$ cat src/rtl/mmnorm_pkg.sv
`default_nettype none
package mmnorm_pkg;

   localparam int PIXEL_W     = 32;
   localparam int LEVEL_W     = 16;
   localparam int OUT_BITS_W  = 5;
   localparam int PRODUCT_W   = PIXEL_W + LEVEL_W;
   localparam int QUEUE_DEPTH = 2;
   localparam int QPTR_W      = (QUEUE_DEPTH > 1) ? $clog2(QUEUE_DEPTH) : 1;
   localparam int QCNT_W      = $clog2(QUEUE_DEPTH + 1);
   localparam int STEP_CNT_W  = $clog2(LEVEL_W + 1);

   localparam logic [OUT_BITS_W-1:0] OUT_BITS_RESET = OUT_BITS_W'(8);
   localparam logic [OUT_BITS_W-1:0] OUT_BITS_MAX   = OUT_BITS_W'(LEVEL_W);

   localparam logic signed [PIXEL_W-1:0] PIX_NEG = {1'b1, {(PIXEL_W-1){1'b0}}};
   localparam logic signed [PIXEL_W-1:0] PIX_POS = {1'b0, {(PIXEL_W-1){1'b1}}};

   typedef enum logic [1:0] {
      FUNC_RESTART = 2'd0,
      FUNC_GATHER  = 2'd1,
      FUNC_MAP     = 2'd2,
      FUNC_NONE    = 2'd3
   } func_type;

   typedef struct packed {
      func_type                   func;
      logic signed [PIXEL_W-1:0]  pixel;
   } req_type;

   typedef struct packed {
      logic [LEVEL_W-1:0] level;
      logic               flat;
   } rsp_type;

   // One map request after classification. A direct job already carries its
   // level; otherwise the back end works out floor(top * diff / span).
   typedef struct packed {
      logic                 direct;
      logic [LEVEL_W-1:0]   level;
      logic                 flat;
      logic [PIXEL_W-1:0]   diff;
      logic [PIXEL_W-1:0]   span;
      logic [LEVEL_W-1:0]   top;
   } job_type;

   typedef enum logic [1:0] {
      BK_IDLE = 2'd0,
      BK_MUL  = 2'd1,
      BK_DIV  = 2'd2
   } back_state_type;

endpackage
`default_nettype wire

$ cat src/rtl/mmnorm_front.sv
`default_nettype none
module mmnorm_front (
   input  logic                                  clock,
   input  logic                                  reset,
   input  logic                                  req_valid,
   output logic                                  req_stall,
   input  mmnorm_pkg::req_type                   req_item,
   input  logic                                  csr_wr_en,
   input  logic [mmnorm_pkg::OUT_BITS_W-1:0]     csr_wr_data,
   input  logic                                  queue_full,
   output logic                                  push_valid,
   output mmnorm_pkg::job_type                   push_job
);
   import mmnorm_pkg::*;

   logic [OUT_BITS_W-1:0]      out_bits_ff, out_bits_in;
   logic signed [PIXEL_W-1:0]  run_min_ff, run_min_in;
   logic signed [PIXEL_W-1:0]  run_max_ff, run_max_in;
   logic                       accept;
   logic                       is_gather;
   logic                       is_sentinel;
   logic signed [PIXEL_W-1:0]  base_min, base_max;
   logic [OUT_BITS_W-1:0]      n_clamp;
   logic [LEVEL_W-1:0]         top;
   logic [PIXEL_W-1:0]         span_full, diff_full;
   job_type                    job;

   assign req_stall   = queue_full;
   assign accept      = req_valid && !req_stall;
   assign is_gather   = (req_item.func == FUNC_RESTART) || (req_item.func == FUNC_GATHER);
   assign is_sentinel = (req_item.pixel == PIX_NEG) || (req_item.pixel == PIX_POS);

   always_comb begin
      base_min = (req_item.func == FUNC_RESTART) ? PIX_POS : run_min_ff;
      base_max = (req_item.func == FUNC_RESTART) ? PIX_NEG : run_max_ff;
      run_min_in = run_min_ff;
      run_max_in = run_max_ff;
      if (accept && is_gather) begin
         run_min_in = (!is_sentinel && req_item.pixel < base_min) ? req_item.pixel : base_min;
         run_max_in = (!is_sentinel && req_item.pixel > base_max) ? req_item.pixel : base_max;
      end
      out_bits_in = csr_wr_en ? csr_wr_data : out_bits_ff;
   end

   // Full scale 2^N-1 with N held to the range one to sixteen.
   always_comb begin
      if (out_bits_ff == '0) begin
         n_clamp = OUT_BITS_W'(1);
      end else if (out_bits_ff > OUT_BITS_MAX) begin
         n_clamp = OUT_BITS_MAX;
      end else begin
         n_clamp = out_bits_ff;
      end
      top = LEVEL_W'(((LEVEL_W+1)'(1) << n_clamp) - (LEVEL_W+1)'(1));
   end

   // For an interior pixel both differences are positive and fit in 32 bits.
   assign span_full = run_max_ff - run_min_ff;
   assign diff_full = req_item.pixel - run_min_ff;

   // Classification of a map request against the range as it stands now.
   always_comb begin
      job.direct = 1'b1;
      job.level  = '0;
      job.flat   = 1'b0;
      job.diff   = diff_full;
      job.span   = span_full;
      job.top    = top;
      if (run_min_ff == run_max_ff) begin
         job.flat = 1'b1;
      end else if (req_item.pixel == PIX_NEG) begin
         job.level = '0;
      end else if (req_item.pixel == PIX_POS) begin
         job.level = top;
      end else if (run_max_ff < run_min_ff) begin
         job.level = '0;
      end else if (req_item.pixel <= run_min_ff) begin
         job.level = '0;
      end else if (req_item.pixel >= run_max_ff) begin
         job.level = top;
      end else begin
         job.direct = 1'b0;
      end
   end

   assign push_valid = accept && (req_item.func == FUNC_MAP);
   assign push_job   = job;

   always_ff @(posedge clock) begin
      if (reset) begin
         out_bits_ff <= OUT_BITS_RESET;
         run_min_ff  <= PIX_POS;
         run_max_ff  <= PIX_NEG;
      end else begin
         out_bits_ff <= out_bits_in;
         run_min_ff  <= run_min_in;
         run_max_ff  <= run_max_in;
      end
   end

   // Once an ordinary pixel is gathered the range can no longer be empty.
   a_range_ordered : assert property (@(posedge clock) disable iff (reset)
      (accept && is_gather && !is_sentinel) |=> (run_max_ff >= run_min_ff))
      else $error("gathered range is inverted after a valid pixel");

endmodule
`default_nettype wire

$ cat src/rtl/mmnorm_queue.sv
`default_nettype none
module mmnorm_queue (
   input  logic                 clock,
   input  logic                 reset,
   input  logic                 push_valid,
   input  mmnorm_pkg::job_type  push_job,
   output logic                 full,
   input  logic                 pop,
   output logic                 empty,
   output mmnorm_pkg::job_type  head_job
);
   import mmnorm_pkg::*;

   job_type             entries_ff [QUEUE_DEPTH];
   logic [QPTR_W-1:0]   wr_ptr_ff, wr_ptr_in;
   logic [QPTR_W-1:0]   rd_ptr_ff, rd_ptr_in;
   logic [QCNT_W-1:0]   count_ff, count_in;
   logic                do_push, do_pop;

   assign full     = (count_ff == QCNT_W'(QUEUE_DEPTH));
   assign empty    = (count_ff == '0);
   assign do_push  = push_valid && !full;
   assign do_pop   = pop && !empty;
   assign head_job = entries_ff[rd_ptr_ff];

   always_comb begin
      wr_ptr_in = wr_ptr_ff;
      rd_ptr_in = rd_ptr_ff;
      count_in  = count_ff;
      if (do_push) begin
         wr_ptr_in = (wr_ptr_ff == QPTR_W'(QUEUE_DEPTH-1)) ? '0 : wr_ptr_ff + QPTR_W'(1);
      end
      if (do_pop) begin
         rd_ptr_in = (rd_ptr_ff == QPTR_W'(QUEUE_DEPTH-1)) ? '0 : rd_ptr_ff + QPTR_W'(1);
      end
      if (do_push && !do_pop) begin
         count_in = count_ff + QCNT_W'(1);
      end else if (do_pop && !do_push) begin
         count_in = count_ff - QCNT_W'(1);
      end
   end

   always_ff @(posedge clock) begin
      if (do_push) begin
         entries_ff[wr_ptr_ff] <= push_job;
      end
   end

   always_ff @(posedge clock) begin
      if (reset) begin
         wr_ptr_ff <= '0;
         rd_ptr_ff <= '0;
         count_ff  <= '0;
      end else begin
         wr_ptr_ff <= wr_ptr_in;
         rd_ptr_ff <= rd_ptr_in;
         count_ff  <= count_in;
      end
   end

   a_count_bound : assert property (@(posedge clock) disable iff (reset)
      count_ff <= QCNT_W'(QUEUE_DEPTH))
      else $error("queue occupancy beyond its depth");

   a_no_push_full : assert property (@(posedge clock) disable iff (reset)
      push_valid |-> !full)
      else $error("job offered while the queue is full");

endmodule
`default_nettype wire

$ cat src/rtl/mmnorm_back.sv
`default_nettype none
module mmnorm_back (
   input  logic                 clock,
   input  logic                 reset,
   input  logic                 empty,
   input  mmnorm_pkg::job_type  head_job,
   output logic                 pop,
   output logic                 rsp_valid,
   input  logic                 rsp_stall,
   output mmnorm_pkg::rsp_type  rsp_item
);
   import mmnorm_pkg::*;

   back_state_type           state_ff, state_in;
   job_type                  job_ff, job_in;
   logic [PRODUCT_W-1:0]     rem_ff, rem_in;
   logic [PRODUCT_W-1:0]     div_ff, div_in;
   logic [LEVEL_W-1:0]       quot_ff, quot_in;
   logic [STEP_CNT_W-1:0]    count_ff, count_in;
   logic                     rsp_valid_ff, rsp_valid_in;
   rsp_type                  rsp_item_ff, rsp_item_in;
   logic                     out_free;
   logic                     div_done;
   logic                     fits;
   logic [PRODUCT_W-1:0]     product;

   assign out_free = !rsp_valid_ff || !rsp_stall;
   assign div_done = (count_ff == STEP_CNT_W'(LEVEL_W));
   assign fits     = (rem_ff >= div_ff);
   assign product  = {{PIXEL_W{1'b0}}, job_ff.top} * {{LEVEL_W{1'b0}}, job_ff.diff};

   always_comb begin
      state_in     = state_ff;
      job_in       = job_ff;
      rem_in       = rem_ff;
      div_in       = div_ff;
      quot_in      = quot_ff;
      count_in     = count_ff;
      rsp_valid_in = rsp_valid_ff && rsp_stall;
      rsp_item_in  = rsp_item_ff;
      pop          = 1'b0;
      case (state_ff)
         BK_IDLE: begin
            if (!empty && (!head_job.direct || out_free)) begin
               pop    = 1'b1;
               job_in = head_job;
               if (head_job.direct) begin
                  rsp_valid_in      = 1'b1;
                  rsp_item_in.level = head_job.level;
                  rsp_item_in.flat  = head_job.flat;
               end else begin
                  state_in = BK_MUL;
               end
            end
         end
         BK_MUL: begin
            // The quotient is below full scale, so the divisor starts at
            // span shifted up by one less than the level width.
            rem_in   = product;
            div_in   = {{(LEVEL_W-LEVEL_W+1){1'b0}}, job_ff.span, {(LEVEL_W-1){1'b0}}};
            quot_in  = '0;
            count_in = '0;
            state_in = BK_DIV;
         end
         BK_DIV: begin
            if (!div_done) begin
               if (fits) begin
                  rem_in = rem_ff - div_ff;
               end
               quot_in  = {quot_ff[LEVEL_W-2:0], fits};
               div_in   = div_ff >> 1;
               count_in = count_ff + STEP_CNT_W'(1);
            end else if (out_free) begin
               rsp_valid_in      = 1'b1;
               rsp_item_in.level = quot_ff;
               rsp_item_in.flat  = 1'b0;
               state_in          = BK_IDLE;
            end
         end
         default: begin
            state_in = BK_IDLE;
         end
      endcase
   end

   always_ff @(posedge clock) begin
      job_ff      <= job_in;
      rem_ff      <= rem_in;
      div_ff      <= div_in;
      quot_ff     <= quot_in;
      rsp_item_ff <= rsp_item_in;
   end

   always_ff @(posedge clock) begin
      if (reset) begin
         state_ff     <= BK_IDLE;
         count_ff     <= '0;
         rsp_valid_ff <= 1'b0;
      end else begin
         state_ff     <= state_in;
         count_ff     <= count_in;
         rsp_valid_ff <= rsp_valid_in;
      end
   end

   assign rsp_valid = rsp_valid_ff;
   assign rsp_item  = rsp_item_ff;

   a_quot_below_top : assert property (@(posedge clock) disable iff (reset)
      (state_ff == BK_DIV && div_done) |-> (quot_ff < job_ff.top))
      else $error("quotient reached full scale on an interior pixel");

   a_rem_below_span : assert property (@(posedge clock) disable iff (reset)
      (state_ff == BK_DIV && div_done)
         |-> (rem_ff < {{LEVEL_W{1'b0}}, job_ff.span}))
      else $error("division remainder not below the span");

   a_pop_needs_idle : assert property (@(posedge clock) disable iff (reset)
      pop |-> (state_ff == BK_IDLE && !empty))
      else $error("job taken while the back end is busy");

endmodule
`default_nettype wire

$ cat src/rtl/minmax_normalize_to_nbits_unit.sv
// Min/max contrast stretch of signed 32-bit pixels to N-bit levels.
// Requests enter on req_valid/req_stall with req_item; a request is taken
// at a clock edge where req_valid is high and req_stall is low. Func restart
// and gather requests update the running minimum and maximum in the same
// cycle and give no response. Func map requests are classified at once and
// placed in a two-entry queue; the back end then delivers one response on
// rsp_valid/rsp_stall with rsp_item (level and flat).
// Pixels outside the range, sentinels and an empty or flat range are resolved
// at classification; their response passes through the queue and the output
// register, and such requests can follow one per cycle while the back end is
// idle and the output is not stalled. An interior pixel leaves the queue,
// passes a multiply step and a restoring divider (one quotient bit per cycle)
// and is then loaded into the output register; the back end takes no further
// job from the queue until then. Gather requests are taken one per cycle
// while the queue has room. The output register holds a response while
// rsp_stall is high; the queue absorbs up to two further map requests, after
// which req_stall rises. Synchronous reset sets the bit depth to eight,
// empties the range (minimum at the most positive value, maximum at the most
// negative) and drops any queued or pending response. csr_wr_en writes the bit
// depth; the user must assert it only while idle, which is not enforced.
`default_nettype none
module minmax_normalize_to_nbits_unit (
   input  logic                                  clock,
   input  logic                                  reset,
   input  logic                                  req_valid,
   output logic                                  req_stall,
   input  mmnorm_pkg::req_type                   req_item,
   output logic                                  rsp_valid,
   input  logic                                  rsp_stall,
   output mmnorm_pkg::rsp_type                   rsp_item,
   input  logic                                  csr_wr_en,
   input  logic [mmnorm_pkg::OUT_BITS_W-1:0]     csr_wr_data
);
   import mmnorm_pkg::*;

   logic     push_valid;
   job_type  push_job;
   logic     queue_full;
   logic     queue_empty;
   logic     pop;
   job_type  head_job;

   // Front end: bit depth register, running range and request classification.
   mmnorm_front u_front (
      .clock       (clock),
      .reset       (reset),
      .req_valid   (req_valid),
      .req_stall   (req_stall),
      .req_item    (req_item),
      .csr_wr_en   (csr_wr_en),
      .csr_wr_data (csr_wr_data),
      .queue_full  (queue_full),
      .push_valid  (push_valid),
      .push_job    (push_job)
   );

   // The queue decouples classification from the divider.
   mmnorm_queue u_queue (
      .clock      (clock),
      .reset      (reset),
      .push_valid (push_valid),
      .push_job   (push_job),
      .full       (queue_full),
      .pop        (pop),
      .empty      (queue_empty),
      .head_job   (head_job)
   );

   // Back end: multiply, iterative divide and the output register.
   mmnorm_back u_back (
      .clock     (clock),
      .reset     (reset),
      .empty     (queue_empty),
      .head_job  (head_job),
      .pop       (pop),
      .rsp_valid (rsp_valid),
      .rsp_stall (rsp_stall),
      .rsp_item  (rsp_item)
   );

endmodule
`default_nettype wire
$ cat config.mk
export PLATFORM = sky130hd
export DESIGN_NAME = minmax_normalize_to_nbits_unit
export DESIGN_NICKNAME = d
export VERILOG_FILES = /design/src/rtl/mmnorm_pkg.sv /design/src/rtl/mmnorm_front.sv /design/src/rtl/mmnorm_queue.sv /design/src/rtl/mmnorm_back.sv /design/src/rtl/minmax_normalize_to_nbits_unit.sv
export SDC_FILE = /design/constraint.sdc
export NUM_CORES = 2
export LEC_CHECK = 0
export BUFFER_PORTS_ARGS = -buffer_cell sky130_fd_sc_hd__buf_2
export CORE_UTILIZATION = 50
export DETAILED_ROUTE_END_ITERATION = 8
export PLACE_DENSITY = 0.66
export SYNTH_ARGS = -nofsm -noshare
export SYNTH_HDL_FRONTEND = slang
export SYNTH_HIERARCHICAL = 1
export SYNTH_SLANG_ARGS = --single-unit
$ cat constraint.sdc
create_clock -name clock -period 8 [get_ports clock]
set_input_delay 0.8 -clock clock [delete_from_list [all_inputs] [get_ports clock]]
set_output_delay 0.8 -clock clock [all_outputs]
set_load 0.02 [all_outputs]
==> reports/summary.md <==
Timing analysis after detailed placement gives a worst setup slack of 0.6317 ns. Timing would allow up to 133.6 MHz. The detailed router finished its first iteration with 2117 violations.

Of the cells placed in the final design, the portion with a size suffix greater than 1 is 7.554%. The tools report the share of synthesized area occupied by flip-flops and latches as 31.56%. After layout, the minimum clock period comes to 7.486 ns. The number of cells on the worst reg-to-reg path is 19.

The setup path with the least slack is of type reg -> reg. The first detailed-routing pass took 5 iterations. Across the routed clock network, the largest skew measured is 0.01829 ns.

After detailed routing, the number of vias per cell comes to 5.627. The run gives 50.86% as the starting utilization of the core area. The post-synthesis cell type count is 92. After floorplanning, the core was divided into 107 placement rows. For this block, the routed nets add up to 112.7 mm of wire. The congestion estimate from routability-driven global placement came to 0.9163.

The mean instance size in the synthesized netlist is 9.852 sq um, and the clock-pin slew of the registers on the worst-case setup and hold paths is 0.07 ns. For the final routed database, the setup TNS stands at 0 ns. Data on the critical path arrives at its endpoint at 7.91 ns. Launching element of the worst setup path: u_back/job_ff[9]. The count of port buffers added during placement came out at 62. Ranked by instance count, the synthesized netlist is headed by inv_1 (632), nand2_1 (541), fa_1 (421). For flop-to-flop paths, the worst setup slack is 0.51 ns. In this run the remaining antenna-violating nets after routing total 0. The first-pass GRT wire length is 179.1 mm. The number of fillers in the final layout was 7727; the insertion delay to the later sink of the worst-skew pair was 0.61 ns. Detailed placement finished with a half-perimeter wire length of 84.65 mm.

The tools report the number of antenna violations at the first check in global routing as 1. Data on the critical path is required at its endpoint by 8.43 ns. The flip-flop and latch count after synthesis came out at 486.

For the sum of overflow across all layers after global routing, the log shows 0. In this run the standard cell core region covers 85820 sq um. The tool flagged a number of max-cap violations equal to 0. The total global routing track utilization was 25.79%. The largest driver fanout on the critical path works out to 25. The tree is rooted in a clkbuf_16.

The die covers 88470 sq um. The clock net in this run drives a total of 486 sinks. The dominant cell type by area after synthesis is edfxtp_1.

The run gives 3 as the maximum number of buffers from clock root to sink. The Yosys step of the flow raised 6 warnings. The final layout contains 5189 nets. In the routed design, unresolved DRC markers number 0. The worst register-to-register path ends at u_back/rem_ff[47]. The area share of the largest cell type after synthesis works out to 27.80%.

Post-CTS timing repair inserted 0 buffers for setup. Across all layers, the routed design uses 31400 vias. Most used flip-flop cell after synthesis: edfxtp_1. The tools report the maximum number of pins on one net before global-route repair as 85. The worst-case setup margin in the final layout was 0.5140 ns; the fraction of registers with async set or reset after synthesis was 0%. Hold-critical path endpoint: u_front/out_bits_ff[3]. In this run the horizontal extent of the chip is 297.4 microns.

Dividing the final minimum period by the clock period gives 93.58%. In the post-synthesis netlist, the biggest area contributors are edfxtp_1 (28%), fa_1 (19%), ha_1 (9.5%). Number of global-route vias before repair: 32210.

TritonCTS built the clock tree. The run gives 0 as the number of hold violations in the final report. Post-CTS repair changed the size of 0 cells. The setup violation total in the final timing report is 0. Measured along the y axis, the die boundary spans 297.4 microns.

Final-report max-slew violation count: 0. In the final routed layout, each cell accounts on average for 20.20 microns. The worst hold path belongs to the class in -> reg.

The worst hold path was traced through 2 stages. The number of top-level pins was 63. The flow ran to the end, and the final reports show no timing, DRC or antenna violations. STA classifies the critical path endpoint as a flip-flop.

The mapped netlist covers 43640 sq um. In this run, synthesis inferred 404 flip-flops with an integrated enable. In this run, post-CTS hold repair placed 0 buffers. The worst setup path is launched from a flip-flop. Setup repair after global routing left no endpoint under its margin.

The startpoint identified for the worst hold timing path is csr_wr_data[3]. The slew at the pin closest to its max-slew limit works out to 1.270 ns. inv_1 is the most common cell in the netlist. The TritonCTS buffer count came out at 51. Synthesis produced 4430 cells. Compared with the post-synthesis result, the final layout area differs by 6.694%. The H-tree was split into 2 levels. The worst pin sits at a relative slew slack of 15.32%. The startpoint identified for the worst register-to-register timing path is u_back/job_ff[9].
[sequential cells by signal, indices dropped and copies added (netlist names), named ones only]
name,count
u_queue/entries_ff,196
u_back/job_ff,80
u_back/rem_ff,48
u_back/div_ff,47
u_front/run_max_ff,32
u_front/run_min_ff,32
u_back/rsp_item,17
u_back/quot_ff,16
u_back/count_ff,5
u_front/out_bits_ff,5
u_back/state_ff,2
u_queue/count_ff,2
u_back/rsp_valid,1
u_queue/rd_ptr_ff,1
u_queue/wr_ptr_ff,1
[per-layer routing]
layer  vias up  GRT usage (%)  share of wire, %
li1      14680              -                 -
met1     15600          34.15                43
met2       912          42.50                47
met3       211          3.082               5.0
met4         0          11.61               4.9
met5         -              0                 0
[placed cells by master (no fill, tap or decap), drive strengths merged, types with 54 or more instances in the layout]
| cell type | n |
|---|---|
| mux2 | 100 |
| inv | 639 |
| o21ai | 161 |
| and2 | 237 |
| mux2i | 76 |
| clkbuf | 62 |
| nand4 | 62 |
| nand2b | 54 |
| nand2 | 541 |
| a21o | 103 |
| buf | 102 |
| dfxtp | 82 |
| a21oi | 215 |
| nor2 | 277 |
| ha | 330 |
| edfxtp | 404 |
| fa | 421 |
| xnor2 | 83 |
[through the flow]
stage / hold WS [ns] / utilization, % / instance area [sq um] / instances
after global routing: 0.4027 / 54.26 / 46560 / 5579
after floorplan: 0.4480 / - / 43650 / 4431
after global placement: 0.4612 / 52.32 / 44900 / 5485
after detailed placement: 0.4700 / 52.32 / 44900 / 5485
final: 0.4186 / 54.26 / 46570 / 5580
after CTS: 0.3742 / 54.26 / 46560 / 5579
[area by class of cell]
type	count	area (sq um)	share of cell area, %
flip-flops and latches	486	13780	29.59
clock inverters	32	330.3	0.7094
diodes	1	2.502	0.005374
multi-input cells	3120	26700	57.33
inverters	633	2379	5.108
clock buffers	62	1338	2.872
well taps	1144	1431	3.074
repair buffers	102	610.6	1.311
[how the worst max path moves through the flow]
stage	to	cells past startpoint
6_report	u_back/rem_ff[47]	19
5_1_grt	u_back/rem_ff[45]	19
4_1_cts	u_back/rem_ff[44]	20
3_5_place_dp	u_back/rem_ff[44]	20
3_3_place_gp	u_back/rem_ff[46]	20
2_1_floorplan	u_queue/count_ff[1]	5
[kinds of logic after synthesis]
logic type / after synthesis / share of synthesized area, %
muxes: 176 / 4.495
buffers and inverters: 825 / 7.459
adders and majority gates: 751 / 28.77
other: 1 / 0.008592
DFF: 486 / 31.56
and+or+nand+nor: 1374 / 14.97
AOI/OAI and AO/OA: 688 / 10.15
xor gates and xnor gates: 129 / 2.589
[critical path, stage by stage, from the launching register on]
cell,delay (ns)
edfxtp_1,1.19
nand2_1,0.20
fa_1,0.59
inv_1,0.05
fa_1,0.53
fa_1,0.45
fa_1,0.54
fa_1,0.57
inv_1,0.06
fa_1,0.53
inv_1,0.04
ha_1,0.35
and2_1,0.21
a2111oi_0,0.52
a21oi_1,0.31
o211ai_1,0.39
a21oi_1,0.13
o21ai_0,0.25
nand3b_1,0.12
a311oi_1,0.28
Power is left out: the tool's default activity adds up to more than one toggle a clock period on the data nets, which glitch-free logic cannot reach.
